**config.mk**
```make
export PLATFORM = sky130hd
export DESIGN_NAME = lane_sum_poly_tail_hash_flat
export DESIGN_NICKNAME = d
export VERILOG_FILES = /design/src/sv/lsph_pkg.sv /design/src/sv/lsph_if.sv /design/src/sv/lsph_lanes.sv /design/src/sv/lsph_poly.sv /design/src/sv/lane_sum_poly_tail_hash.sv /design/src/flat_wrapper.sv
export SDC_FILE = /design/constraint.sdc
export NUM_CORES = 2
export LEC_CHECK = 0
export ABC_CLOCK_PERIOD_IN_PS = 4440
export BUFFER_PORTS_ARGS = -buffer_cell sky130_fd_sc_hd__buf_2
export CORE_MARGIN = 2
export CORE_UTILIZATION = 59
export CTS_CLUSTER_DIAMETER = 30
export DETAILED_ROUTE_END_ITERATION = 6
export PLACE_DENSITY = 0.75
export SLEW_MARGIN = 30
export SYNTH_ARGS = -nofsm -noshare
export SYNTH_HDL_FRONTEND = slang
export SYNTH_SLANG_ARGS = --single-unit
```
**constraint.sdc**
```tcl
create_clock -name clk -period 4.44 [get_ports clk]
set_input_delay 0.222 -clock clk [delete_from_list [all_inputs] [get_ports clk]]
set_output_delay 0.222 -clock clk [all_outputs]
set_load 0.02 [all_outputs]
```
**src/sv/lsph_pkg.sv**
```systemverilog
// Package: shared types, constants and the times-31 helper for the lane-sum hash.
`default_nettype none
package lsph_pkg;

    localparam int HASH_W     = 64;
    localparam int BYTE_W     = 8;
    localparam int LANE_BYTES = 8;
    localparam int POLY_SHIFT = 5;

    typedef logic [HASH_W-1:0] hash_word_t;
    typedef logic [BYTE_W-1:0] data_byte_t;

    typedef struct packed {
        logic       commit;
        hash_word_t fold;
    } lane_status_t;

    function automatic hash_word_t times_poly(input hash_word_t x);
        times_poly = (x << POLY_SHIFT) - x;
    endfunction

endpackage
`default_nettype wire

```
**src/sv/lsph_if.sv**
```systemverilog
// Interfaces: byte stream, hash result and configuration write channels.
`default_nettype none
interface lsph_byte_if;
    logic                     valid;
    logic                     ready;
    lsph_pkg::data_byte_t     data_byte;
    logic                     last_byte;

    modport source (output valid, output data_byte, output last_byte, input ready);
    modport sink (input valid, input data_byte, input last_byte, output ready);
endinterface

interface lsph_hash_if;
    logic                     valid;
    logic                     ready;
    lsph_pkg::hash_word_t     hash_value;

    modport source (output valid, output hash_value, input ready);
    modport sink (input valid, input hash_value, output ready);
endinterface

interface lsph_cfg_if;
    logic valid;
    logic ready;
    logic vector_mode;

    modport source (output valid, output vector_mode, input ready);
    modport sink (input valid, input vector_mode, output ready);
endinterface
`default_nettype wire

```
**src/sv/lsph_lanes.sv**
```systemverilog
// Chunk staging, fill counter and lane accumulators with running lane fold.
`default_nettype none
module lsph_lanes #(
    parameter int LANE_COUNT = 4
) (
    input  wire logic                  clk,
    input  wire logic                  rst_n,
    input  wire logic                  accept,
    input  wire logic                  last_byte,
    input  wire lsph_pkg::data_byte_t  data_byte,
    output lsph_pkg::lane_status_t     status
);
    import lsph_pkg::*;

    localparam int CHUNK_BYTES = LANE_COUNT * LANE_BYTES;
    localparam int FILL_W      = $clog2(CHUNK_BYTES);
    localparam int STAGE_DEPTH = CHUNK_BYTES - 1;

    logic [FILL_W-1:0] fill_reg;
    logic [FILL_W-1:0] fill_next;
    data_byte_t        stage_reg [STAGE_DEPTH];
    hash_word_t        lane_reg  [LANE_COUNT];
    hash_word_t        lane_sum  [LANE_COUNT];
    hash_word_t        lane_word [LANE_COUNT];
    logic              commit;
    hash_word_t        fold;

    assign commit = (fill_reg == FILL_W'(STAGE_DEPTH));

    genvar gw, gb, gs;
    generate
        for (gw = 0; gw < LANE_COUNT; gw++)
        begin : g_word
            for (gb = 0; gb < LANE_BYTES; gb++)
            begin : g_byte
                if (gw * LANE_BYTES + gb == STAGE_DEPTH)
                begin : g_in
                    assign lane_word[gw][gb*BYTE_W +: BYTE_W] = data_byte;
                end
                else
                begin : g_st
                    assign lane_word[gw][gb*BYTE_W +: BYTE_W] =
                        stage_reg[gw * LANE_BYTES + gb];
                end
            end
            assign lane_sum[gw] = lane_reg[gw] + lane_word[gw];
        end

        for (gs = 0; gs < STAGE_DEPTH; gs++)
        begin : g_stage
            always_ff @(posedge clk)
            begin
                if (accept && fill_reg == FILL_W'(gs))
                begin
                    stage_reg[gs] <= data_byte;
                end
            end
        end
    endgenerate

    always_comb
    begin
        fold = '0;
        for (int i = 0; i < LANE_COUNT; i++)
        begin
            fold = fold ^ lane_sum[i];
        end
    end

    always_comb
    begin
        priority if (last_byte || commit)
        begin
            fill_next = '0;
        end
        else
        begin
            fill_next = fill_reg + FILL_W'(1);
        end
    end

    always_ff @(posedge clk or negedge rst_n)
    begin
        if (!rst_n)
        begin
            fill_reg <= '0;
            for (int i = 0; i < LANE_COUNT; i++)
            begin
                lane_reg[i] <= '0;
            end
        end
        else if (accept)
        begin
            fill_reg <= fill_next;
            for (int i = 0; i < LANE_COUNT; i++)
            begin
                if (last_byte)
                begin
                    lane_reg[i] <= '0;
                end
                else if (commit)
                begin
                    lane_reg[i] <= lane_sum[i];
                end
            end
        end
    end

    assign status.commit = commit;
    assign status.fold   = fold;

endmodule
`default_nettype wire

```
**src/sv/lsph_poly.sv**
```systemverilog
// Vector-path and scalar polynomial accumulators with result selection.
`default_nettype none
module lsph_poly (
    input  wire logic                  clk,
    input  wire logic                  rst_n,
    input  wire logic                  accept,
    input  wire logic                  last_byte,
    input  wire lsph_pkg::data_byte_t  data_byte,
    input  wire logic                  vector_mode,
    input  wire lsph_pkg::lane_status_t status,
    output lsph_pkg::hash_word_t       result
);
    import lsph_pkg::*;

    hash_word_t vec_hash_reg;
    hash_word_t vec_hash_next;
    hash_word_t scalar_hash_reg;
    hash_word_t scalar_hash_next;

    always_comb
    begin
        scalar_hash_next = times_poly(scalar_hash_reg) + HASH_W'(data_byte);
        priority if (status.commit)
        begin
            vec_hash_next = status.fold;
        end
        else
        begin
            vec_hash_next = times_poly(vec_hash_reg) + HASH_W'(data_byte);
        end
        result = vector_mode ? vec_hash_next : scalar_hash_next;
    end

    always_ff @(posedge clk or negedge rst_n)
    begin
        if (!rst_n)
        begin
            vec_hash_reg    <= '0;
            scalar_hash_reg <= '0;
        end
        else if (accept)
        begin
            if (last_byte)
            begin
                vec_hash_reg    <= '0;
                scalar_hash_reg <= '0;
            end
            else
            begin
                vec_hash_reg    <= vec_hash_next;
                scalar_hash_reg <= scalar_hash_next;
            end
        end
    end

endmodule
`default_nettype wire

```
**src/sv/lane_sum_poly_tail_hash.sv**
```systemverilog
// Top level: lane-sum hash with tail polynomial, byte input and hash output channels.
//
// Takes one message byte per cycle and returns a 64-bit hash in the result
// register in the cycle after the byte marked last is transferred. A byte is
// accepted in every cycle in which the result register is empty or its value
// is being taken; a waiting result stalls the input only when it is not taken.
// The lane adds of a chunk commit, the lane fold and the times-31 multiply-adds
// are all combinational between the state registers and the result register.
// vector_mode is written through the configuration channel, which is always
// ready, and is sampled on the last byte.
`default_nettype none
module lane_sum_poly_tail_hash #(
    parameter int LANE_COUNT = 4
) (
    input  wire logic   clk,
    input  wire logic   rst_n,
    lsph_cfg_if.sink    cfg,
    lsph_byte_if.sink   msg,
    lsph_hash_if.source hash
);
    import lsph_pkg::*;

    logic         vector_mode_reg;
    logic         out_valid_reg;
    logic         out_valid_next;
    hash_word_t   hash_value_reg;
    hash_word_t   result;
    logic         accept;
    lane_status_t status;

    assign cfg.ready       = 1'b1;
    assign msg.ready       = !out_valid_reg || hash.ready;
    assign accept          = msg.valid && msg.ready;
    assign hash.valid      = out_valid_reg;
    assign hash.hash_value = hash_value_reg;

    lsph_lanes #(
        .LANE_COUNT (LANE_COUNT)
    ) u_lanes (
        .clk       (clk),
        .rst_n     (rst_n),
        .accept    (accept),
        .last_byte (msg.last_byte),
        .data_byte (msg.data_byte),
        .status    (status)
    );

    lsph_poly u_poly (
        .clk         (clk),
        .rst_n       (rst_n),
        .accept      (accept),
        .last_byte   (msg.last_byte),
        .data_byte   (msg.data_byte),
        .vector_mode (vector_mode_reg),
        .status      (status),
        .result      (result)
    );

    always_comb
    begin
        priority if (accept && msg.last_byte)
        begin
            out_valid_next = 1'b1;
        end
        else if (hash.ready)
        begin
            out_valid_next = 1'b0;
        end
        else
        begin
            out_valid_next = out_valid_reg;
        end
    end

    always_ff @(posedge clk or negedge rst_n)
    begin
        if (!rst_n)
        begin
            vector_mode_reg <= 1'b1;
            out_valid_reg   <= 1'b0;
        end
        else
        begin
            out_valid_reg <= out_valid_next;
            if (cfg.valid)
            begin
                vector_mode_reg <= cfg.vector_mode;
            end
        end
    end

    always_ff @(posedge clk)
    begin
        if (accept && msg.last_byte)
        begin
            hash_value_reg <= result;
        end
    end

endmodule
`default_nettype wire

```
**src/flat_wrapper.sv**
```systemverilog
// flat-port wrapper written by rule: the top's interface ports become plain ports
module lane_sum_poly_tail_hash_flat import lsph_pkg::*;
#(
    parameter int LANE_COUNT = 4
)
  (clk, rst_n, cfg_valid, cfg_vector_mode, cfg_ready, msg_valid, msg_data_byte, msg_last_byte, msg_ready, hash_valid, hash_hash_value, hash_ready);
  lsph_cfg_if cfg_i ();
  lsph_byte_if msg_i ();
  lsph_hash_if hash_i ();
  input  wire logic clk;
  input  wire logic rst_n;
  input wire logic [$bits(cfg_i.valid)-1:0] cfg_valid;
  input wire logic [$bits(cfg_i.vector_mode)-1:0] cfg_vector_mode;
  output wire logic [$bits(cfg_i.ready)-1:0] cfg_ready;
  input wire logic [$bits(msg_i.valid)-1:0] msg_valid;
  input wire logic [$bits(msg_i.data_byte)-1:0] msg_data_byte;
  input wire logic [$bits(msg_i.last_byte)-1:0] msg_last_byte;
  output wire logic [$bits(msg_i.ready)-1:0] msg_ready;
  output wire logic [$bits(hash_i.valid)-1:0] hash_valid;
  output wire logic [$bits(hash_i.hash_value)-1:0] hash_hash_value;
  input wire logic [$bits(hash_i.ready)-1:0] hash_ready;
  assign cfg_i.valid = cfg_valid;
  assign cfg_i.vector_mode = cfg_vector_mode;
  assign cfg_ready = cfg_i.ready;
  assign msg_i.valid = msg_valid;
  assign msg_i.data_byte = msg_data_byte;
  assign msg_i.last_byte = msg_last_byte;
  assign msg_ready = msg_i.ready;
  assign hash_valid = hash_i.valid;
  assign hash_hash_value = hash_i.hash_value;
  assign hash_i.ready = hash_ready;
  lane_sum_poly_tail_hash #(.LANE_COUNT(LANE_COUNT)) u_core (.clk(clk), .rst_n(rst_n), .cfg(cfg_i), .msg(msg_i), .hash(hash_i));
endmodule
```
======== Word level (Yosys, flattened, before mapping) ========
Memory sizes are Yosys's and may differ from the RTL's.
Cells that the tools add are included.
storage, ports and cells
  register bits ........................... 455
  bits in writable memories ............... 248
  output and inout bits ................... 67
  memories ................................ 1
cells by class
  add/subtract/negate cells ............... 9
  eq/ne operators ......................... 31
  mux-type cells .......................... 167
  bitwise operators ....................... 3
  reduce and logical (&&, ||, !) cells .... 70
memories
  memory                    words  width  rd ports  clocked after Yosys merged registers in  write ports  line              text
  u_core.u_lanes.stage_reg  31     8      31        0                                        1            lsph_lanes.sv:21  data_byte_t stage_reg [STAGE_DEPTH];
operators by type and width
  operator               count
  $mux W64               12
  $add A64 B64 Y64       4
  $mux W8                30
  $reduce_or A8 Y1       30
  $xor A64 B64 Y64       3
  $mux W5                31
  $add A64 B8 Y64        2
  $sub A64 B64 Y64       2
  $mux W1                94
  $eq A5 B5 Y1 const B   16
  $eq A5 B4 Y1 const B   8
  $logic_and A1 B1 Y1    33
  $eq A5 B3 Y1 const B   4
  $eq A5 B2 Y1 const B   2
  $add A5 B1 Y5 const B  1
  $eq A5 B1 Y1 const B   1
  $logic_not A5 Y1       1
  $reduce_bool A2 Y1     2
  $logic_or A1 B1 Y1     2
  $reduce_and A2 Y1      1
  $logic_not A1 Y1       1

======== Longest topological paths before layout ========
  depth in word-level cells ............... 37
  depth in mapped cells ................... 19

======== Modules after synthesis ========
A second synthesis with hierarchy kept.
second synthesis, totals
  cell total of the unflattened synthesis .. 5269
  area, all modules ....................... 50639.8 um^2
modules (own cells, without submodules)
  module                   times used  cells each  area each (um^2)
  lsph_lanes               1           3277        33320.7
  lsph_poly                1           1918        15275.9
  lane_sum_poly_tail_hash  1           74          2043.2

======== Worst setup path after synthesis ========
OpenSTA, ideal clock, no wires.
  path type ............................... reg2reg
  from .................................... register u_core.out_valid_reg (netlist: u_core.hash.valid)
  to ...................................... register u_core.hash_value_reg[0] (netlist: u_core.hash.hash_value[0]), enable pin
  library setup time ...................... 487 ps
  data arrival time ....................... 4030 ps
  required time ........................... 3953 ps
  slack ................................... -76 ps
  cell stages (with the launch flop) ...... 6
  path buffers ............................ 2
  cells stage by stage .................... dfrtp_1 -> nand2b_1 -> nand2_1 -> clkbuf_1 -> clkbuf_1 -> nor2_1
between the ends
  longest elaborated chain between the ends .. 4
RTL lines
  item                      line                           text
  start: declaration        lane_sum_poly_tail_hash.sv:24  logic out_valid_reg;
  start signal: assignment  lane_sum_poly_tail_hash.sv:84  out_valid_reg <= out_valid_next;
  $logic_not A1 Y1          lane_sum_poly_tail_hash.sv:32  assign msg.ready = !out_valid_reg || hash.ready;
  $logic_or A1 B1 Y1        lane_sum_poly_tail_hash.sv:32
  named net msg_ready       flat_wrapper.sv:18             output wire logic [$bits(msg_i.ready)-1:0] msg_ready;
  $logic_and A1 B1 Y1       lane_sum_poly_tail_hash.sv:33  assign accept = msg.valid && msg.ready;
  $logic_and A1 B1 Y1       lane_sum_poly_tail_hash.sv:94  if (accept && msg.last_byte)
  end signal: assignment    lane_sum_poly_tail_hash.sv:96  hash_value_reg <= result;
  end: declaration          lane_sum_poly_tail_hash.sv:26  hash_word_t hash_value_reg;
The timed path passes the listed nets, and every way through them passes these cells.
A chain may end at the register's enable or synchronous reset.

==> results summary <==
The run finished, with violations left. The final reports fail on design-rule violations. Final hold analysis gives a worst-case slack of 0.0488 ns.

The HPWL after detailed placement is 111 mm. The worst setup timing slack at the placement stage is -0.266 ns. The clock skew came out at between 0.02 and 0.025 ns.

The largest delay contributor family on the critical path is compound AO/OA/AOI/OAI gates. Data arrives at the worst endpoint at 4.85 ns. Setup repair after global routing could not meet its margin everywhere.

The number of H-tree branching levels is 4. The effective utilization at floorplan came out at between 50 and 60%. The worst setup path is captured at a register. The final global-route overflow total came out at 0. The share of final-layout standard cells stronger than drive strength 1 is between 10 and 15%. The largest driver fanout on the critical path came out at 3. Power comes to 0.0390 W. The routed via count came out at ~43000.

The number of cells produced by synthesis came out at approximately 5200. Global routing consumed, over all layers together, 35.5% of the routing resources. sky130_fd_sc_hd__ha_1 is the most common cell in the netlist. The total count of max-transition violations in the final report came out at 0. For this run, the detailed router's first-pass iteration total came to 7.

By startpoint and endpoint, the worst setup path is classified as reg2reg. Together, buffers and inverters on the worst path number 1. Yosys printed 0 warnings. The number of fill cells in the layout came out at about 6300. The worst slew slack as a fraction of its limit came out at 33.5%. The tree is rooted in a sky130_fd_sc_hd__clkbuf_16.

The average instance in the mapped netlist occupies between 9 and 10 µm². The slowest stage of the critical path belongs to the cell sky130_fd_sc_hd__xnor3_2. In this run, synthesis produced a sequential element count of between 700 and 800. The number of DRC markers after the initial detailed-route iteration came out at 3861. Summed over all layers, the routed wires come to between 150 and 200 mm.

The via count of the first global-routing pass came out at 42300. The total count of hold-check failures in the final report is 0. The power per unit of standard cell area came out at 657 nW/µm². For the worst setup path, the data required time is slightly below 5 ns. The wire length of the first global-routing pass is roughly 240 mm.

Summed over all instances, the cell type with the most area after synthesis is sky130_fd_sc_hd__dfrtp_1. Setup violations remaining at the end of the flow were counted as 0. Walking the worst path, the cells encountered are buf_4 > ha_1 > a211oi_1 > o21ai_1 > a211oi_2 > o22ai_2 > and4_1 > o21ai_2 > o21ai_1 > a31oi_1 > xnor2_1 > xnor3_1 > xnor3_2 > o211ai_1 > mux2i_1. In this design, the critical path's most frequently occurring cell is sky130_fd_sc_hd__o21ai_1. Dividing the detail-routed wire length by the instance count gives 22.9 µm. In the routed layout, each cell is associated on average with a via count of 6.36.

The portion of synthesized cell area occupied by the leading cell type is 19.5%. The count of cell types in the netlist is a little over 90. The chip width came out at a little under 300 µm.

In this run the standard cell core region covers ~84000 µm². In the synthesized netlist, the cells that appear most often are sky130_fd_sc_hd__ha_1, sky130_fd_sc_hd__a21oi_1, sky130_fd_sc_hd__nand2_1. The worst hold-check path type is in2reg.

The peak supply drop came out at between 0.6 and 0.7 mV. The leakage power came out at 27.4 nW. The clock sink count came out at between 700 and 800. The number of nets in the finished design came out at between 6000 and 7000. The tool flagged a number of max-cap violations equal to 0. The number of enable-type register cells in the synthesized netlist came out at between 300 and 400.

For the pin with the worst max-slew slack, the measured transition is 0.998 ns. In this run the remaining antenna-violating nets after routing total 0. The final sum of negative setup slack came out at 0 ns. The count of standard-cell rows is 106. The initial antenna violation count came out at 6. The clock edge transition at the registers on the reported setup and hold paths is approximately 0.05 ns.

The placer congestion estimate came out at between 0.9 and 1. The most used flip-flop cell after synthesis is sky130_fd_sc_hd__dfrtp_1. The pin count of the biggest net entering global routing came out at 115. The post-synthesis async set-or-reset flop share came out at 55.6%. After layout, the worst setup slack is roughly 0.06 ns. Port buffering added 80 buffers. Compared with the post-synthesis result, the final layout area differs by 18.6%.

The peak per-stage delay on the critical path is 0.45 ns. The die area is 87200 µm². In the routed design, unresolved DRC markers number 2.

The clock period minus worst slack came out at ~4.4 ns. For this design the top-level I/O count stands at 82. The buffer depth of the longest clock path is 3. Timing would allow up to approximately 0.23 GHz. The synthesized net count is about 5800. After synthesis, the cell types taking the most area are sky130_fd_sc_hd__dfrtp_1, sky130_fd_sc_hd__edfxtp_1, sky130_fd_sc_hd__ha_1. 0 antenna diodes ended up in the layout. Counting the buffers created by CTS gives 149. The flip-flop count of the largest register after layout came out at about 260. The sequential fraction of the synthesis area came out at approximately two fifths. The die span in y came out at around 300 µm. The worst setup path is launched from a register. TritonCTS built the clock tree.

The worst-skew pair later-pin latency is approximately 0.75 ns. The combined area of all synthesized cells is 50100 µm². The post-route fraction of the period consumed by the critical path came out at between 90% and 100%.
==> final cells by class <==
type,instances,area (µm²),area share [%]
Inverter,239,897,1.51
Tap cell,1134,1420,2.39
Sequential cell,703,19200,32.3
Clock inverter,98,1020,1.71
Clock buffer,181,4140,6.97
Timing Repair Buffer,413,3050,5.13
Multi-Input combinational cell,4052,29700,50.0
==> through the flow <==
stage | std cells | util (%) | area (µm²)
6_report | 6820 | 70.8 | 59400
5_1_grt | 6820 | 70.8 | 59400
4_1_cts | 6809 | 70.2 | 58800
3_5_place_dp | 6527 | 63.9 | 53500
3_3_place_gp | 6527 | 63.9 | 53500
2_1_floorplan | 5241 | - | 50100
==> cells in the final DEF (no fill, tap or decap), types with 67 or more instances in the layout <==
master,n
sky130_fd_sc_hd__buf_4,319
sky130_fd_sc_hd__nand3_1,79
sky130_fd_sc_hd__a22o_1,221
sky130_fd_sc_hd__o22ai_1,67
sky130_fd_sc_hd__dfrtp_1,390
sky130_fd_sc_hd__a21o_1,212
sky130_fd_sc_hd__o21bai_1,77
sky130_fd_sc_hd__xnor2_1,316
sky130_fd_sc_hd__clkbuf_16,158
sky130_fd_sc_hd__xor2_1,178
sky130_fd_sc_hd__buf_2,79
sky130_fd_sc_hd__o21ai_0,335
sky130_fd_sc_hd__nand2_1,444
sky130_fd_sc_hd__edfxtp_1,312
sky130_fd_sc_hd__nand4_1,104
sky130_fd_sc_hd__ha_1,492
sky130_fd_sc_hd__nor2_1,257
sky130_fd_sc_hd__inv_1,237
sky130_fd_sc_hd__a21oi_1,476
==> worst paths after layout <==
kind,cells past startpoint,from,endpoint,slack (ns)
worst min register to register,2,u_core.u_lanes.lane_reg[240]$_DFFE_PN0P_,u_core.u_lanes.lane_reg[240]$_DFFE_PN0P_,0.49
min in group asynchronous,2,rst_n,u_core.u_poly.scalar_hash_reg[1]$_DFFE_PN0P_,0.06
worst max register to register,15,u_core.u_lanes.stage_reg[0][65]$_DFFE_PP_,u_core.hash.hash_value[63]$_DFFE_PP_,0.06
worst min-delay path,2,msg_data_byte[6],u_core.u_lanes.stage_reg[1][78]$_DFFE_PP_,0.05
worst max-delay path,15,u_core.u_lanes.stage_reg[0][65]$_DFFE_PP_,u_core.hash.hash_value[63]$_DFFE_PP_,0.06
max in group asynchronous,3,rst_n,u_core.u_lanes.lane_reg[86]$_DFFE_PN0P_,3.12
==> routing by layer <==
layer  share of wire, %  up-vias  GRT usage, %
li1                   -    20000             -
met2                 45     1952          56.1
met5             0.0077        -             0
met3                9.1      374          5.97
met1                 42    21000          48.6
met4                3.9        2          14.3
==> what timing repair did <==
action                                 in CTS  in global routing
hold buffers                                3                  0
endpoints found under the hold margin      73                  0
gates resized for setup                    15                112
gates cloned                                0                  0
pin swaps                                   3                 47
setup endpoints to repair                  17                 66
buffers inserted                            0                 11
==> report_power, final <==
group,internal (W),switching [W]
combinational,0.00767,0.0115
clock,0.00736,0.00392
sequential,0.00800,0.000507
==> worst register-to-register path, stage by stage, from the launching register on <==
cell	delay, ns
sky130_fd_sc_hd__edfxtp_1	0.38
sky130_fd_sc_hd__buf_4	0.14
sky130_fd_sc_hd__ha_1	0.28
sky130_fd_sc_hd__a211oi_1	0.32
sky130_fd_sc_hd__o21ai_1	0.18
sky130_fd_sc_hd__a211oi_2	0.27
sky130_fd_sc_hd__o22ai_2	0.16
sky130_fd_sc_hd__and4_1	0.26
sky130_fd_sc_hd__o21ai_2	0.27
sky130_fd_sc_hd__o21ai_1	0.19
sky130_fd_sc_hd__a31oi_1	0.24
sky130_fd_sc_hd__xnor2_1	0.19
sky130_fd_sc_hd__xnor3_1	0.38
sky130_fd_sc_hd__xnor3_2	0.45
sky130_fd_sc_hd__o211ai_1	0.29
sky130_fd_sc_hd__mux2i_1	0.11
==> logic make-up after synthesis <==
kind of cell | share of synthesized area, %
buffers and inverters | 3.67
and+or+nand+nor | 11.2
AOI/OAI and AO/OA | 23.2
DFF | 38.3
other | 0.00749
xor gates and xnor gates | 9.80
adders and majority gates | 13.0
muxes | 0.857
No activity file was read; power rests on OpenSTA's default activity.
